File: src/rtl/core/ansi_sgr_line_to_cells_macros.svh
// Assertion helpers used by the RTL top
`ifndef ANSI_SGR_LINE_TO_CELLS_MACROS_SVH
`define ANSI_SGR_LINE_TO_CELLS_MACROS_SVH

// Same-cycle implication
`define ASGR_ASSERT_NOW(label, clk, rst, ante, cons) \
   label: assert property (@(posedge clk) disable iff (rst) (ante) |-> (cons)) \
      else $error("same-cycle check failed");

// Next-cycle implication
`define ASGR_ASSERT_NEXT(label, clk, rst, ante, cons) \
   label: assert property (@(posedge clk) disable iff (rst) (ante) |=> (cons)) \
      else $error("next-cycle check failed");

`endif

File: src/rtl/core/asgr_pkg.sv
package asgr_pkg;

   localparam int MAX_COLS = 1024;

   localparam int CP_W    = 21;
   localparam int GW_W    = 2;
   localparam int ROW_W   = 8;
   localparam int LW_W    = 11;
   localparam int RIU_W   = 9;
   localparam int CCOL_W  = 10;
   localparam int STYLE_W = 22;

   localparam logic CSR_LINE_WIDTH  = 1'b0;
   localparam logic CSR_ROWS_IN_USE = 1'b1;

   typedef struct packed {
      logic [LW_W-1:0]  line_width;
      logic [RIU_W-1:0] rows_in_use;
   } cfg_type;

   typedef struct packed {
      logic             line_end;
      logic [ROW_W-1:0] row;
      logic [GW_W-1:0]  glyph_width;
      logic [CP_W-1:0]  codepoint;
   } item_type;

   typedef struct packed {
      logic               line_done;
      logic               row_error;
      logic               wide;
      logic [STYLE_W-1:0] cell_style;
      logic [CP_W-1:0]    cell_char;
      logic [CCOL_W-1:0]  cell_column;
      logic [ROW_W-1:0]   cell_row;
      logic               write_cell;
   } result_type;

   function automatic logic [LW_W-1:0] clamp_width(input logic [LW_W-1:0] lw);
      logic [LW_W-1:0] lim;
      lim = LW_W'(MAX_COLS);
      return (lw > lim) ? lim : lw;
   endfunction

endpackage

File: src/rtl/core/asgr_csr.sv
module asgr_csr (
   input  logic                   clock,
   input  logic                   reset,
   input  logic                   csr_valid,
   output logic                   csr_ready,
   input  logic                   csr_index,
   input  logic [10:0]            csr_data,
   output asgr_pkg::cfg_type      cfg
);

   logic [asgr_pkg::LW_W-1:0]  line_width_ff;
   logic [asgr_pkg::RIU_W-1:0] rows_in_use_ff;

   assign csr_ready = 1'b1;

   always_ff @(posedge clock) begin
      if (reset) begin
         line_width_ff  <= asgr_pkg::LW_W'(80);
         rows_in_use_ff <= asgr_pkg::RIU_W'(24);
      end else if (csr_valid) begin
         case (csr_index)
            asgr_pkg::CSR_LINE_WIDTH:  line_width_ff  <= csr_data[asgr_pkg::LW_W-1:0];
            asgr_pkg::CSR_ROWS_IN_USE: rows_in_use_ff <= csr_data[asgr_pkg::RIU_W-1:0];
            default: ;
         endcase
      end
   end

   assign cfg.line_width  = line_width_ff;
   assign cfg.rows_in_use = rows_in_use_ff;

endmodule

File: src/rtl/core/asgr_engine.sv
module asgr_engine (
   input  logic                   clock,
   input  logic                   reset,
   input  logic                   advance,
   input  asgr_pkg::cfg_type      cfg,
   input  asgr_pkg::item_type     item,
   output asgr_pkg::result_type   result
);

   typedef enum logic [1:0] {
      MODE_TEXT,
      MODE_ESC,
      MODE_CSI
   } mode_type;

   localparam logic [2:0] STEP_PLAIN  = 3'd0;
   localparam logic [2:0] STEP_FG_SEL = 3'd1;
   localparam logic [2:0] STEP_FG_IDX = 3'd2;
   localparam logic [2:0] STEP_BG_SEL = 3'd3;
   localparam logic [2:0] STEP_BG_IDX = 3'd4;

   localparam logic [20:0] CP_ESC   = 21'h1B;
   localparam logic [20:0] CP_LBRK  = 21'h5B;
   localparam logic [20:0] CP_M     = 21'h6D;
   localparam logic [20:0] CP_ZERO  = 21'h30;
   localparam logic [20:0] CP_NINE  = 21'h39;
   localparam logic [20:0] CP_SPACE = 21'h20;
   localparam logic [20:0] CP_DEL   = 21'h7F;
   localparam logic [20:0] CP_HIGH  = 21'h80;

   localparam logic [15:0] SGR_RESET  = 16'd0;
   localparam logic [15:0] SGR_BOLD   = 16'd1;
   localparam logic [15:0] SGR_DIM    = 16'd2;
   localparam logic [15:0] SGR_ITALIC = 16'd3;
   localparam logic [15:0] SGR_INV    = 16'd7;
   localparam logic [15:0] SGR_FG_EXT = 16'd38;
   localparam logic [15:0] SGR_BG_EXT = 16'd48;
   localparam logic [15:0] SGR_INDEX  = 16'd5;

   mode_type   mode_ff, mode_in;
   logic [15:0] value_ff, value_in;
   logic        present_ff, present_in;
   logic [2:0]  step_ff, step_in;
   logic [8:0]  fg_ff, fg_in;
   logic [8:0]  bg_ff, bg_in;
   logic [3:0]  flags_ff, flags_in;
   logic [10:0] column_ff, column_in;

   logic        rerr;
   logic        is_digit;
   logic        text;
   logic [19:0] acc;
   logic [15:0] n;
   logic [8:0]  n_color;
   logic [1:0]  cw;
   logic [10:0] w;
   logic        wr;
   logic        wd;

   always_comb begin
      rerr     = {1'b0, item.row} >= cfg.rows_in_use;
      is_digit = (item.codepoint >= CP_ZERO) && (item.codepoint <= CP_NINE);
      n        = present_ff ? value_ff : 16'd0;
      n_color  = n[8:0] + 9'd1;
      acc      = present_ff ? (20'(value_ff) * 20'd10 + 20'(item.codepoint[3:0]))
                            : 20'(item.codepoint[3:0]);
      w        = asgr_pkg::clamp_width(cfg.line_width);

      mode_in    = mode_ff;
      value_in   = value_ff;
      present_in = present_ff;
      step_in    = step_ff;
      fg_in      = fg_ff;
      bg_in      = bg_ff;
      flags_in   = flags_ff;
      column_in  = column_ff;
      text       = 1'b0;
      wr         = 1'b0;
      wd         = 1'b0;

      if (!rerr) begin
         case (mode_ff)
            MODE_CSI: begin
               if (is_digit) begin
                  value_in   = (acc > 20'd65535) ? 16'hFFFF : acc[15:0];
                  present_in = 1'b1;
               end else begin
                  if (step_ff == STEP_FG_IDX) begin
                     fg_in   = n_color;
                     step_in = STEP_PLAIN;
                  end else if (step_ff == STEP_BG_IDX) begin
                     bg_in   = n_color;
                     step_in = STEP_PLAIN;
                  end else if (step_ff == STEP_FG_SEL && n == SGR_INDEX) begin
                     step_in = STEP_FG_IDX;
                  end else if (step_ff == STEP_BG_SEL && n == SGR_INDEX) begin
                     step_in = STEP_BG_IDX;
                  end else begin
                     step_in = STEP_PLAIN;
                     case (n)
                        SGR_RESET: begin
                           fg_in    = 9'd0;
                           bg_in    = 9'd0;
                           flags_in = 4'd0;
                        end
                        SGR_BOLD:   flags_in = flags_ff | 4'b0001;
                        SGR_DIM:    flags_in = flags_ff | 4'b0010;
                        SGR_ITALIC: flags_in = flags_ff | 4'b0100;
                        SGR_INV:    flags_in = flags_ff | 4'b1000;
                        SGR_FG_EXT: step_in  = STEP_FG_SEL;
                        SGR_BG_EXT: step_in  = STEP_BG_SEL;
                        default: ;
                     endcase
                  end
                  value_in   = 16'd0;
                  present_in = 1'b0;
                  if (item.codepoint == CP_M) begin
                     mode_in = MODE_TEXT;
                     step_in = STEP_PLAIN;
                  end
               end
            end
            MODE_ESC: begin
               if (item.codepoint == CP_LBRK) begin
                  mode_in    = MODE_CSI;
                  value_in   = 16'd0;
                  present_in = 1'b0;
                  step_in    = STEP_PLAIN;
               end else if (item.codepoint != CP_ESC) begin
                  mode_in = MODE_TEXT;
                  text    = 1'b1;
               end
            end
            default: begin
               if (item.codepoint == CP_ESC) begin
                  mode_in = MODE_ESC;
               end else begin
                  mode_in = MODE_TEXT;
                  text    = 1'b1;
               end
            end
         endcase
      end

      if (item.codepoint < CP_HIGH) begin
         cw = (item.codepoint >= CP_SPACE && item.codepoint < CP_DEL) ? 2'd1 : 2'd0;
      end else begin
         cw = (item.glyph_width == 2'd3) ? 2'd1 : item.glyph_width;
      end

      if (text && cw != 2'd0 && column_ff < w) begin
         if (cw == 2'd2) begin
            if ({1'b0, column_ff} + 12'd1 < {1'b0, w}) begin
               wr = 1'b1;
               wd = 1'b1;
            end
         end else begin
            wr = 1'b1;
         end
      end
      if (wr) begin
         column_in = column_ff + (wd ? 11'd2 : 11'd1);
      end

      if (item.line_end) begin
         mode_in    = MODE_TEXT;
         value_in   = 16'd0;
         present_in = 1'b0;
         step_in    = STEP_PLAIN;
         fg_in      = 9'd0;
         bg_in      = 9'd0;
         flags_in   = 4'd0;
         column_in  = 11'd0;
      end

      result.write_cell  = wr;
      result.cell_row    = wr ? item.row : '0;
      result.cell_column = wr ? column_ff[asgr_pkg::CCOL_W-1:0] : '0;
      result.cell_char   = wr ? item.codepoint : '0;
      result.cell_style  = wr ? {flags_ff, bg_ff, fg_ff} : '0;
      result.wide        = wd;
      result.row_error   = rerr;
      result.line_done   = item.line_end;
   end

   always_ff @(posedge clock) begin
      if (reset) begin
         mode_ff    <= MODE_TEXT;
         value_ff   <= 16'd0;
         present_ff <= 1'b0;
         step_ff    <= STEP_PLAIN;
         fg_ff      <= 9'd0;
         bg_ff      <= 9'd0;
         flags_ff   <= 4'd0;
         column_ff  <= 11'd0;
      end else if (advance) begin
         mode_ff    <= mode_in;
         value_ff   <= value_in;
         present_ff <= present_in;
         step_ff    <= step_in;
         fg_ff      <= fg_in;
         bg_ff      <= bg_in;
         flags_ff   <= flags_in;
         column_ff  <= column_in;
      end
   end

endmodule

File: src/rtl/core/ansi_sgr_line_to_cells.sv
// channel  dir  handshake             payload
// req      in   req_tvalid/tready     tdata: codepoint, glyph_width, row; tlast: line_end
// rsp      out  rsp_tvalid/tready     tdata: cell fields, wide; tuser: write_cell, row_error;
//                                     tlast: line_done
// csr      in   csr_valid/csr_ready   csr_index, csr_data
//
// One codepoint per cycle unless rsp stalls; items pass the input and rsp registers.
// The parser state update (mode, accumulator multiply by ten, column) is combinational.
// Reset is synchronous; after it the block accepts at once, no clearing pass.
// A stalled rsp holds its register; req keeps flowing until the input register also fills.
// csr writes are always accepted, one per cycle.
`include "ansi_sgr_line_to_cells_macros.svh"

module ansi_sgr_line_to_cells (
   input  logic        clock,
   input  logic        reset,
   input  logic        req_tvalid,
   output logic        req_tready,
   input  logic [31:0] req_tdata,  // codepoint[20:0], glyph_width[22:21], row[30:23], zero
   input  logic        req_tlast,
   output logic        rsp_tvalid,
   input  logic        rsp_tready,
   output logic [63:0] rsp_tdata,  // cell_row[7:0], cell_column[17:8], cell_char[38:18],
                                   // cell_style[60:39], wide[61], zero
   output logic [1:0]  rsp_tuser,  // write_cell[0], row_error[1]
   output logic        rsp_tlast,
   input  logic        csr_valid,
   output logic        csr_ready,
   input  logic        csr_index,
   input  logic [10:0] csr_data
);

   asgr_pkg::cfg_type    cfg;
   asgr_pkg::item_type   s1_item_ff, s1_item_in;
   asgr_pkg::result_type result;
   asgr_pkg::result_type rsp_ff;
   logic                 s1_valid_ff;
   logic                 rsp_valid_ff;
   logic                 advance;
   logic [10:0]          width_eff;

   asgr_csr u_csr (
      .clock     (clock),
      .reset     (reset),
      .csr_valid (csr_valid),
      .csr_ready (csr_ready),
      .csr_index (csr_index),
      .csr_data  (csr_data),
      .cfg       (cfg)
   );

   asgr_engine u_engine (
      .clock   (clock),
      .reset   (reset),
      .advance (advance),
      .cfg     (cfg),
      .item    (s1_item_ff),
      .result  (result)
   );

   assign advance    = s1_valid_ff && (!rsp_valid_ff || rsp_tready);
   assign req_tready = !s1_valid_ff || advance;

   always_comb begin
      s1_item_in.codepoint   = req_tdata[20:0];
      s1_item_in.glyph_width = req_tdata[22:21];
      s1_item_in.row         = req_tdata[30:23];
      s1_item_in.line_end    = req_tlast;
   end

   always_ff @(posedge clock) begin
      if (reset) begin
         s1_valid_ff  <= 1'b0;
         rsp_valid_ff <= 1'b0;
      end else begin
         if (req_tready) begin
            s1_valid_ff <= req_tvalid;
         end
         if (advance) begin
            rsp_valid_ff <= 1'b1;
         end else if (rsp_tready) begin
            rsp_valid_ff <= 1'b0;
         end
      end
   end

   always_ff @(posedge clock) begin
      if (req_tvalid && req_tready) begin
         s1_item_ff <= s1_item_in;
      end
      if (advance) begin
         rsp_ff <= result;
      end
   end

   assign rsp_tvalid = rsp_valid_ff;
   assign rsp_tdata  = {2'b00, rsp_ff.wide, rsp_ff.cell_style, rsp_ff.cell_char,
                        rsp_ff.cell_column, rsp_ff.cell_row};
   assign rsp_tuser  = {rsp_ff.row_error, rsp_ff.write_cell};
   assign rsp_tlast  = rsp_ff.line_done;

   assign width_eff = asgr_pkg::clamp_width(cfg.line_width);

   `ASGR_ASSERT_NOW(a_row_error_no_write, clock, reset,
      rsp_valid_ff && rsp_ff.row_error, !rsp_ff.write_cell)

   `ASGR_ASSERT_NOW(a_wide_fits_line, clock, reset,
      rsp_valid_ff && rsp_ff.write_cell && rsp_ff.wide,
      ({2'b00, rsp_ff.cell_column} + 12'd1) < {1'b0, width_eff})

   `ASGR_ASSERT_NEXT(a_held_item_stays, clock, reset,
      s1_valid_ff && !advance, s1_valid_ff && $stable(s1_item_ff))

endmodule

File: config.mk
export PLATFORM = sky130hd
export DESIGN_NAME = ansi_sgr_line_to_cells
export DESIGN_NICKNAME = d
export VERILOG_FILES = /design/src/rtl/core/asgr_pkg.sv /design/src/rtl/core/asgr_csr.sv /design/src/rtl/core/asgr_engine.sv /design/src/rtl/core/ansi_sgr_line_to_cells.sv
export VERILOG_INCLUDE_DIRS = /design/src /design/src/rtl/core
export SDC_FILE = /design/constraint.sdc
export NUM_CORES = 1
export LEC_CHECK = 0
export ABC_AREA = 1
export BUFFER_PORTS_ARGS = -buffer_cell sky130_fd_sc_hd__buf_4
export CAP_MARGIN = 20
export CORE_UTILIZATION = 35
export DETAILED_ROUTE_END_ITERATION = 8
export SYNTH_ARGS = -nofsm -noshare
export SYNTH_HDL_FRONTEND = slang
export SYNTH_SLANG_ARGS = --single-unit
File: constraint.sdc
create_clock -name clock -period 5 [get_ports clock]
set_clock_uncertainty 0.2 [all_clocks]
set_input_delay 0.25 -clock clock [delete_from_list [all_inputs] [get_ports clock]]
set_output_delay 0.25 -clock clock [all_outputs]
set_load 0.02 [all_outputs]
== After elaboration in Yosys (flattened, before gate mapping) ==
Index checks and enable logic that the tools add are counted.
Widths: inputs -> output; s select.
Storage, ports and cells
  flip-flop bits (word level): 174
  bits of input ports: 50
  output and inout bits: 70
  word-level logic and storage cells: 192
Cells by class
  add/subtract/negate cells: 4
  multipliers: 1
  $lt $le $gt $ge: 10
  equal/unequal tests: 38
  mux-type cells: 75
  bitwise operators: 1
  reduce and logical (&&, ||, !) cells: 36
Operators with widths (count)
  $mux 9: 15
  $mux 16: 6
  $reduce_and 12->1: 4
  $eq 21x7->1 const B: 2
  $ge 21x6->1 const B: 2
  $mux 11: 3
  $eq 16x2->1 const B: 2
  $eq 16x3->1 const B: 2
  $eq 16x6->1 const B: 2
  $mux 4: 8
  $pmux 16 s2: 1
  $mux 3: 9
  $eq 21x5->1 const B: 1
  $le 21x6->1 const B: 1
  $lt 21x7->1 const B: 1
  $lt 21x8->1 const B: 1
  $ne 21x5->1 const B: 1
  $ne 3x2->1 const B: 7
  $reduce_bool 3->1: 7
  $add 20x4->20: 1
  $gt 20x16->1 const B: 1
  $mux 20: 1
  $ne 2x2->1 const B: 10
  $pmux 4 s5: 1
  other kinds (31): 76

== Depth between registers and ports, before layout ==
  depth after elaboration: 12
  gate-level depth with buffers: 25
  gate-level depth less buffers: 24

== Cells and area by module ==
A second synthesis with hierarchy kept.
Second synthesis, totals
  cells, all modules: 1312
  area, all modules: 10441.3 µm²
Modules (own cells, without submodules)
  asgr_engine: instances 1, cells an instance 1089, area each 6607.6 µm², seq. area each 1101.1 µm²
  ansi_sgr_line_to_cells: instances 1, cells an instance 112, area each 3022.9 µm², seq. area each 2952.8 µm²
  asgr_csr: instances 1, cells an instance 111, area each 810.8 µm², seq. area each 400.4 µm²

== Worst setup path before layout ==
OpenSTA, ideal clock, no wires.
  path type: flip-flop to flip-flop
  start point: register u_engine.column_ff[2]
  end point: register u_engine.column_ff[6]
  setup time: 0.070 ns
  arrival: 3.407 ns
  data required time: 4.730 ns
  setup slack: 1.323 ns
  cell stages (with the launch flop): 22
  path buffers: 1
  period minus slack after synthesis: 3.677 ns
  path through: dfxtp_1 > buf_4 > nand3_1 > or2_1 > inv_1 > nand4_1 > nand2_1 > inv_1 > ha_1 > a21oi_1 > o21bai_1 > a211oi_1 > nand2_1 > nor4_1 > inv_1 > fa_1 > nor2_1 > nand3_1 > xor2_1 > nor2_1 > nand2_1 > a21oi_1
RTL lines
  start, declared: line asgr_engine.sv:47  | logic [10:0] column_ff, column_in;
  start signal, assigned: line asgr_engine.sv:204  | column_ff <= column_in;

==> impl_summary.txt <==
----------------------------------------------------
[Critical path]
  Crit path launch type ... flop
  Largest delay contributor family on the critical path ... simple AND/OR/NAND/NOR gates
  Cell with the biggest individual delay on the critical path ... sky130_fd_sc_hd__dfxtp_1
  CP bufs+invs ... 3
  CP Launch Point ... u_engine.column_ff[2]
  CP dominant cell by count ... sky130_fd_sc_hd__nand2_1
  CP Data Arrival Time ... 4490 ps
  Path depth of the worst reg2reg path ... 20
  R2r setup slk ... 660 ps
  Crit-path max cell delay ... 510 ps
  Largest fanout on the critical path ... 9
  Critical Path RT ... 5150 ps
  Startpoint of the most critical register-to-register path ... u_engine.column_ff[2]
  Worst flop-to-flop path endpoint ... u_engine.column_ff[8]
  Kind of capture point of the worst setup path ... flop
  Critical path class ... flop to flop
  Critical path cell sequence ... nand3_1, or2_1, inv_1, nand4_1, nand2_1, inv_1, ha_1, a21oi_1, o21bai_1, a211oi_1, nand2_1, nor4_1, inv_1, fa_1, nor2_1, nand2_1, xor2_1, nor2_1, nand2_1, a21oi_1

[STA]
  Number of failing setup endpoints in the final timing report ... 0
  Worst path setup slack after routing ... 663 ps
  Transition time of the tightest slew-check pin ... 861 ps
  Total count of max-transition violations in the final report ... 0
  Final critical-path share of the clock period ... 0.867
  Max Fclk ... 0.231 GHz
  Relative slew margins ... 0.425
  Setup repair after global routing missed its margin ... no
  Final critical path time including I/O delays and setup ... 4340 ps
  Setup TNS ... 0 ps
  Hold violation total from the final report ... 0
  Worst hold margin ... 66.9 ps

[Place]
  Global placement routability congestion ... 0.881
  Worst setup timing slack at the placement stage ... 632 ps
  Port Buf Inserts ... 115
  Half-perimeter wire length after placement ... 17800 µm

[Power and ir drop]
  Switching share of power ... 0.268
  Total power ... 3.35 mW
  Power density over cell area ... 270 mW/mm²
  Portion of total power attributed to the clock network ... 0.397
  Relative contribution of sequential cells to total power ... 0.485
  Peak VDD IR ... 0.170 mV
  Net switching power figure ... 0.899 mW
  Leakage Power ... 5.48 nW
  Pint ... 2.45 mW
  Combinational cell fraction of total power ... 0.118

[Layout]
  Combined area of the multi-input logic cells ... 0.00479 mm²
  Sequential cell area ... 0.00445 mm²
  Layout cells sized above 1 ... 0.155
  Final nets ... 1545
  Final-layout fill cell count ... 2820
  Area growth from synthesis to layout ... 21.4%

[Drt]
  Average routed wire per standard cell ... 13.1 µm
  Antenna-violating nets left ... 0
  Number of search-and-repair iterations in the first detailed-routing pass ... 5
  Starting DRT DRC Count ... 519
  Routed Wire Length ... 24000 µm
  Total number of vias ... 8487
  Residual DRC ... 0
  Via-to-Cell Ratio ... 4.66

[Synth]
  Synthesized cell area ... 0.0102 mm²
  Yosys top cell area share ... 0.285
  Part of the Yosys area used for sequential elements ... 0.436
  Yosys warning count ... 0
  Distinct cells, synth ... 51
  Synth area leader ... sky130_fd_sc_hd__edfxtp_1
  Flip-flop and latch count after synthesis ... 174
  Mean instance size in the synthesized netlist ... 8.03 µm²
  Biggest area contributors in the synthesized netlist ... sky130_fd_sc_hd__edfxtp_1 (29%), sky130_fd_sc_hd__dfxtp_1 (15%), sky130_fd_sc_hd__nand2_1 (9.0%)
  Gate count after technology mapping ... 1273

[GRT]
  Largest net degree at the start of global routing ... 53
  Global-route wire length before repair ... 39500 µm
  Number of antenna violations at the first check in global routing ... 2
  Global-route congestion overflow total ... 0
  Vias in the first global route ... 8157
  Global routing usage summed across all routing layers ... 0.162

[Die]
  Placement Rows ... 62
  Core Region ... 0.0287 mm²
  Overall die area ... 0.0299 mm²
  Top-Level Pins ... 120
  Width of the chip ... 173 µm
  Die outline height ... 173 µm
  Effective utilization at floorplan ... 0.356

[CTS]
  TritonCTS clock tree ... built
  Clock sink total ... 174
  Setup bufs post-CTS ... 0
  Deepest level of the CTS H-tree ... 4
  Root Buffer Master ... sky130_fd_sc_hd__clkbuf_16
  Insertion delay of the later-clocked pin in the worst-skew pair ... 430 ps
  Number of CTS-inserted buffers ... 17
  Clock-pin transition on the worst setup and hold timing paths ... 70 ps
  CTS max path bufs ... 2

[Outcome]
  Outcome ... finished, final reports clean

[Job]
  Max cap viols ... 0

[Hold path]
  Hold path startpoint ... csr_index
  Sink of the worst hold path ... u_csr.line_width_ff[6]
  Hold WC Path Type ... input pin to flop
  Hold Path Stages ... 4

----------------------------------------------------
registers in the layout (all words and copies together), names as in the netlist:
| name | flops |
|---|---|
| u_csr.rows_in_use_ff | 9 |
| u_engine.flags_ff | 4 |
| rsp_tvalid | 1 |
| rsp_tdata | 62 |
| u_engine.column_ff | 11 |
| u_engine.present_ff | 1 |
| u_engine.step_ff | 3 |
| u_engine.mode_ff | 2 |
| s1_valid_ff | 1 |
| rsp_tlast | 1 |
| rsp_tuser | 2 |
| u_engine.fg_ff | 9 |
| s1_item_ff | 32 |
| u_engine.value_ff | 16 |
| u_csr.line_width_ff | 11 |
| u_engine.bg_ff | 9 |
repair_timing:
action	CTS	global route
endpoints found under the setup margin	0	0
resized for setup	0	0
hold endpoints to repair	55	0
hold buffers	45	0
stage by stage:
stage,utilization,instance area (µm²),cells
after global routing,0.432,12400,1823
after floorplan,-,10200,1274
after detailed placement,0.396,11400,1744
after global placement,0.396,11400,1744
after CTS,0.432,12400,1821
final,0.432,12400,1823
cell type report:
type	count	area share
timing repair buffer	164	0.108
antenna	2	0.000403
inverter	196	0.0593
tap	384	0.0387
sequential	174	0.359
clock inverter	15	0.0136
multi-input combinational	871	0.386
clock buffer	17	0.0343
synth_stat cells, drive strengths merged:
cell / instances
nor2: 203
buf: 18
nand3: 81
dlygate4sd1: 1
edfxtp: 97
ha: 68
o21ai: 72
a21o: 1
fa: 3
clkinv: 2
or2: 3
conb: 2
a41oi: 1
clkbuf: 13
nor4: 10
dfxtp: 77
and2: 1
o21bai: 2
xnor2: 3
nand2: 266
nor3: 24
inv: 194
clkdlybuf4s50: 1
xor2: 24
nand4: 17
o221ai: 1
a21oi: 71
a31oi: 2
o211ai: 5
nand3b: 3
a211oi: 6
o31ai: 1
routing by layer:
layer	global-route usage	wire, µm	vias up
li1	-	-	4444
met1	0.209	11200	3864
met2	0.280	11600	155
met3	0.0284	966	24
met4	0.0391	245	0
met5	0	0	-
cells in the final DEF, fill, tap and decap left out, types with 2 or more instances in the layout:
cell type / n
sky130_fd_sc_hd__nand2_1: 246
sky130_fd_sc_hd__nor2_1: 194
sky130_fd_sc_hd__inv_1: 184
sky130_fd_sc_hd__buf_4: 119
sky130_fd_sc_hd__edfxtp_1: 97
sky130_fd_sc_hd__dfxtp_1: 77
sky130_fd_sc_hd__o21ai_0: 70
sky130_fd_sc_hd__ha_1: 68
sky130_fd_sc_hd__nand3_1: 66
sky130_fd_sc_hd__a21oi_1: 59
sky130_fd_sc_hd__dlygate4sd3_1: 45
sky130_fd_sc_hd__xor2_1: 24
sky130_fd_sc_hd__nor3_1: 23
sky130_fd_sc_hd__nand2_2: 19
sky130_fd_sc_hd__nand4_1: 17
sky130_fd_sc_hd__clkbuf_16: 17
sky130_fd_sc_hd__nand3_2: 14
sky130_fd_sc_hd__a21oi_2: 12
sky130_fd_sc_hd__inv_2: 10
sky130_fd_sc_hd__nor4_1: 10
sky130_fd_sc_hd__o211ai_1: 5
sky130_fd_sc_hd__nor2_4: 5
sky130_fd_sc_hd__inv_8: 5
sky130_fd_sc_hd__a211oi_1: 4
sky130_fd_sc_hd__nand3b_1: 3
sky130_fd_sc_hd__nor2_2: 3
sky130_fd_sc_hd__xnor2_1: 3
sky130_fd_sc_hd__fa_1: 3
sky130_fd_sc_hd__conb_1: 3
sky130_fd_sc_hd__clkinv_4: 3
sky130_fd_sc_hd__clkinvlp_4: 3
sky130_fd_sc_hd__diode_2: 2
sky130_fd_sc_hd__or2_1: 2
sky130_fd_sc_hd__clkinv_1: 2
sky130_fd_sc_hd__a31oi_1: 2
sky130_fd_sc_hd__a211oi_2: 2
sky130_fd_sc_hd__inv_6: 2
tightest hold or removal path: stages:
cell	delay, ps
sky130_fd_sc_hd__buf_4	80
sky130_fd_sc_hd__nor2_1	150
sky130_fd_sc_hd__nand2_1	100
sky130_fd_sc_hd__nand3_1	70
how the worst max path moves through the flow:
stage | to | cells after the start
after floorplan | u_engine.column_ff[6] | 21
after global placement | u_engine.column_ff[6] | 20
after detailed placement | u_engine.column_ff[6] | 20
after CTS | u_engine.column_ff[8] | 20
final | u_engine.column_ff[8] | 20
after global routing | u_engine.column_ff[8] | 19
power by group through the flow:
stage | Combinational, mW | Sequential [mW] | Clock (mW)
after detailed placement | 0.368 | 1.66 | 0
after CTS | 0.399 | 1.63 | 1.37
final | 0.397 | 1.63 | 1.33
after global placement | 0.363 | 1.66 | 0
after floorplan | 0.200 | 1.69 | 0
after global routing | 0.441 | 1.63 | 1.41
logic make-up after synthesis:
logic type | Yosys count | share of synthesized area
compound gates | 162 | 0.0901
xor+xnor | 27 | 0.0231
fa+ha+maj | 71 | 0.0892
buf+inv | 229 | 0.0953
flops | 174 | 0.436
other cells | 2 | 0.000735
simple gates | 608 | 0.266
(Power assumes the default switching activity.)
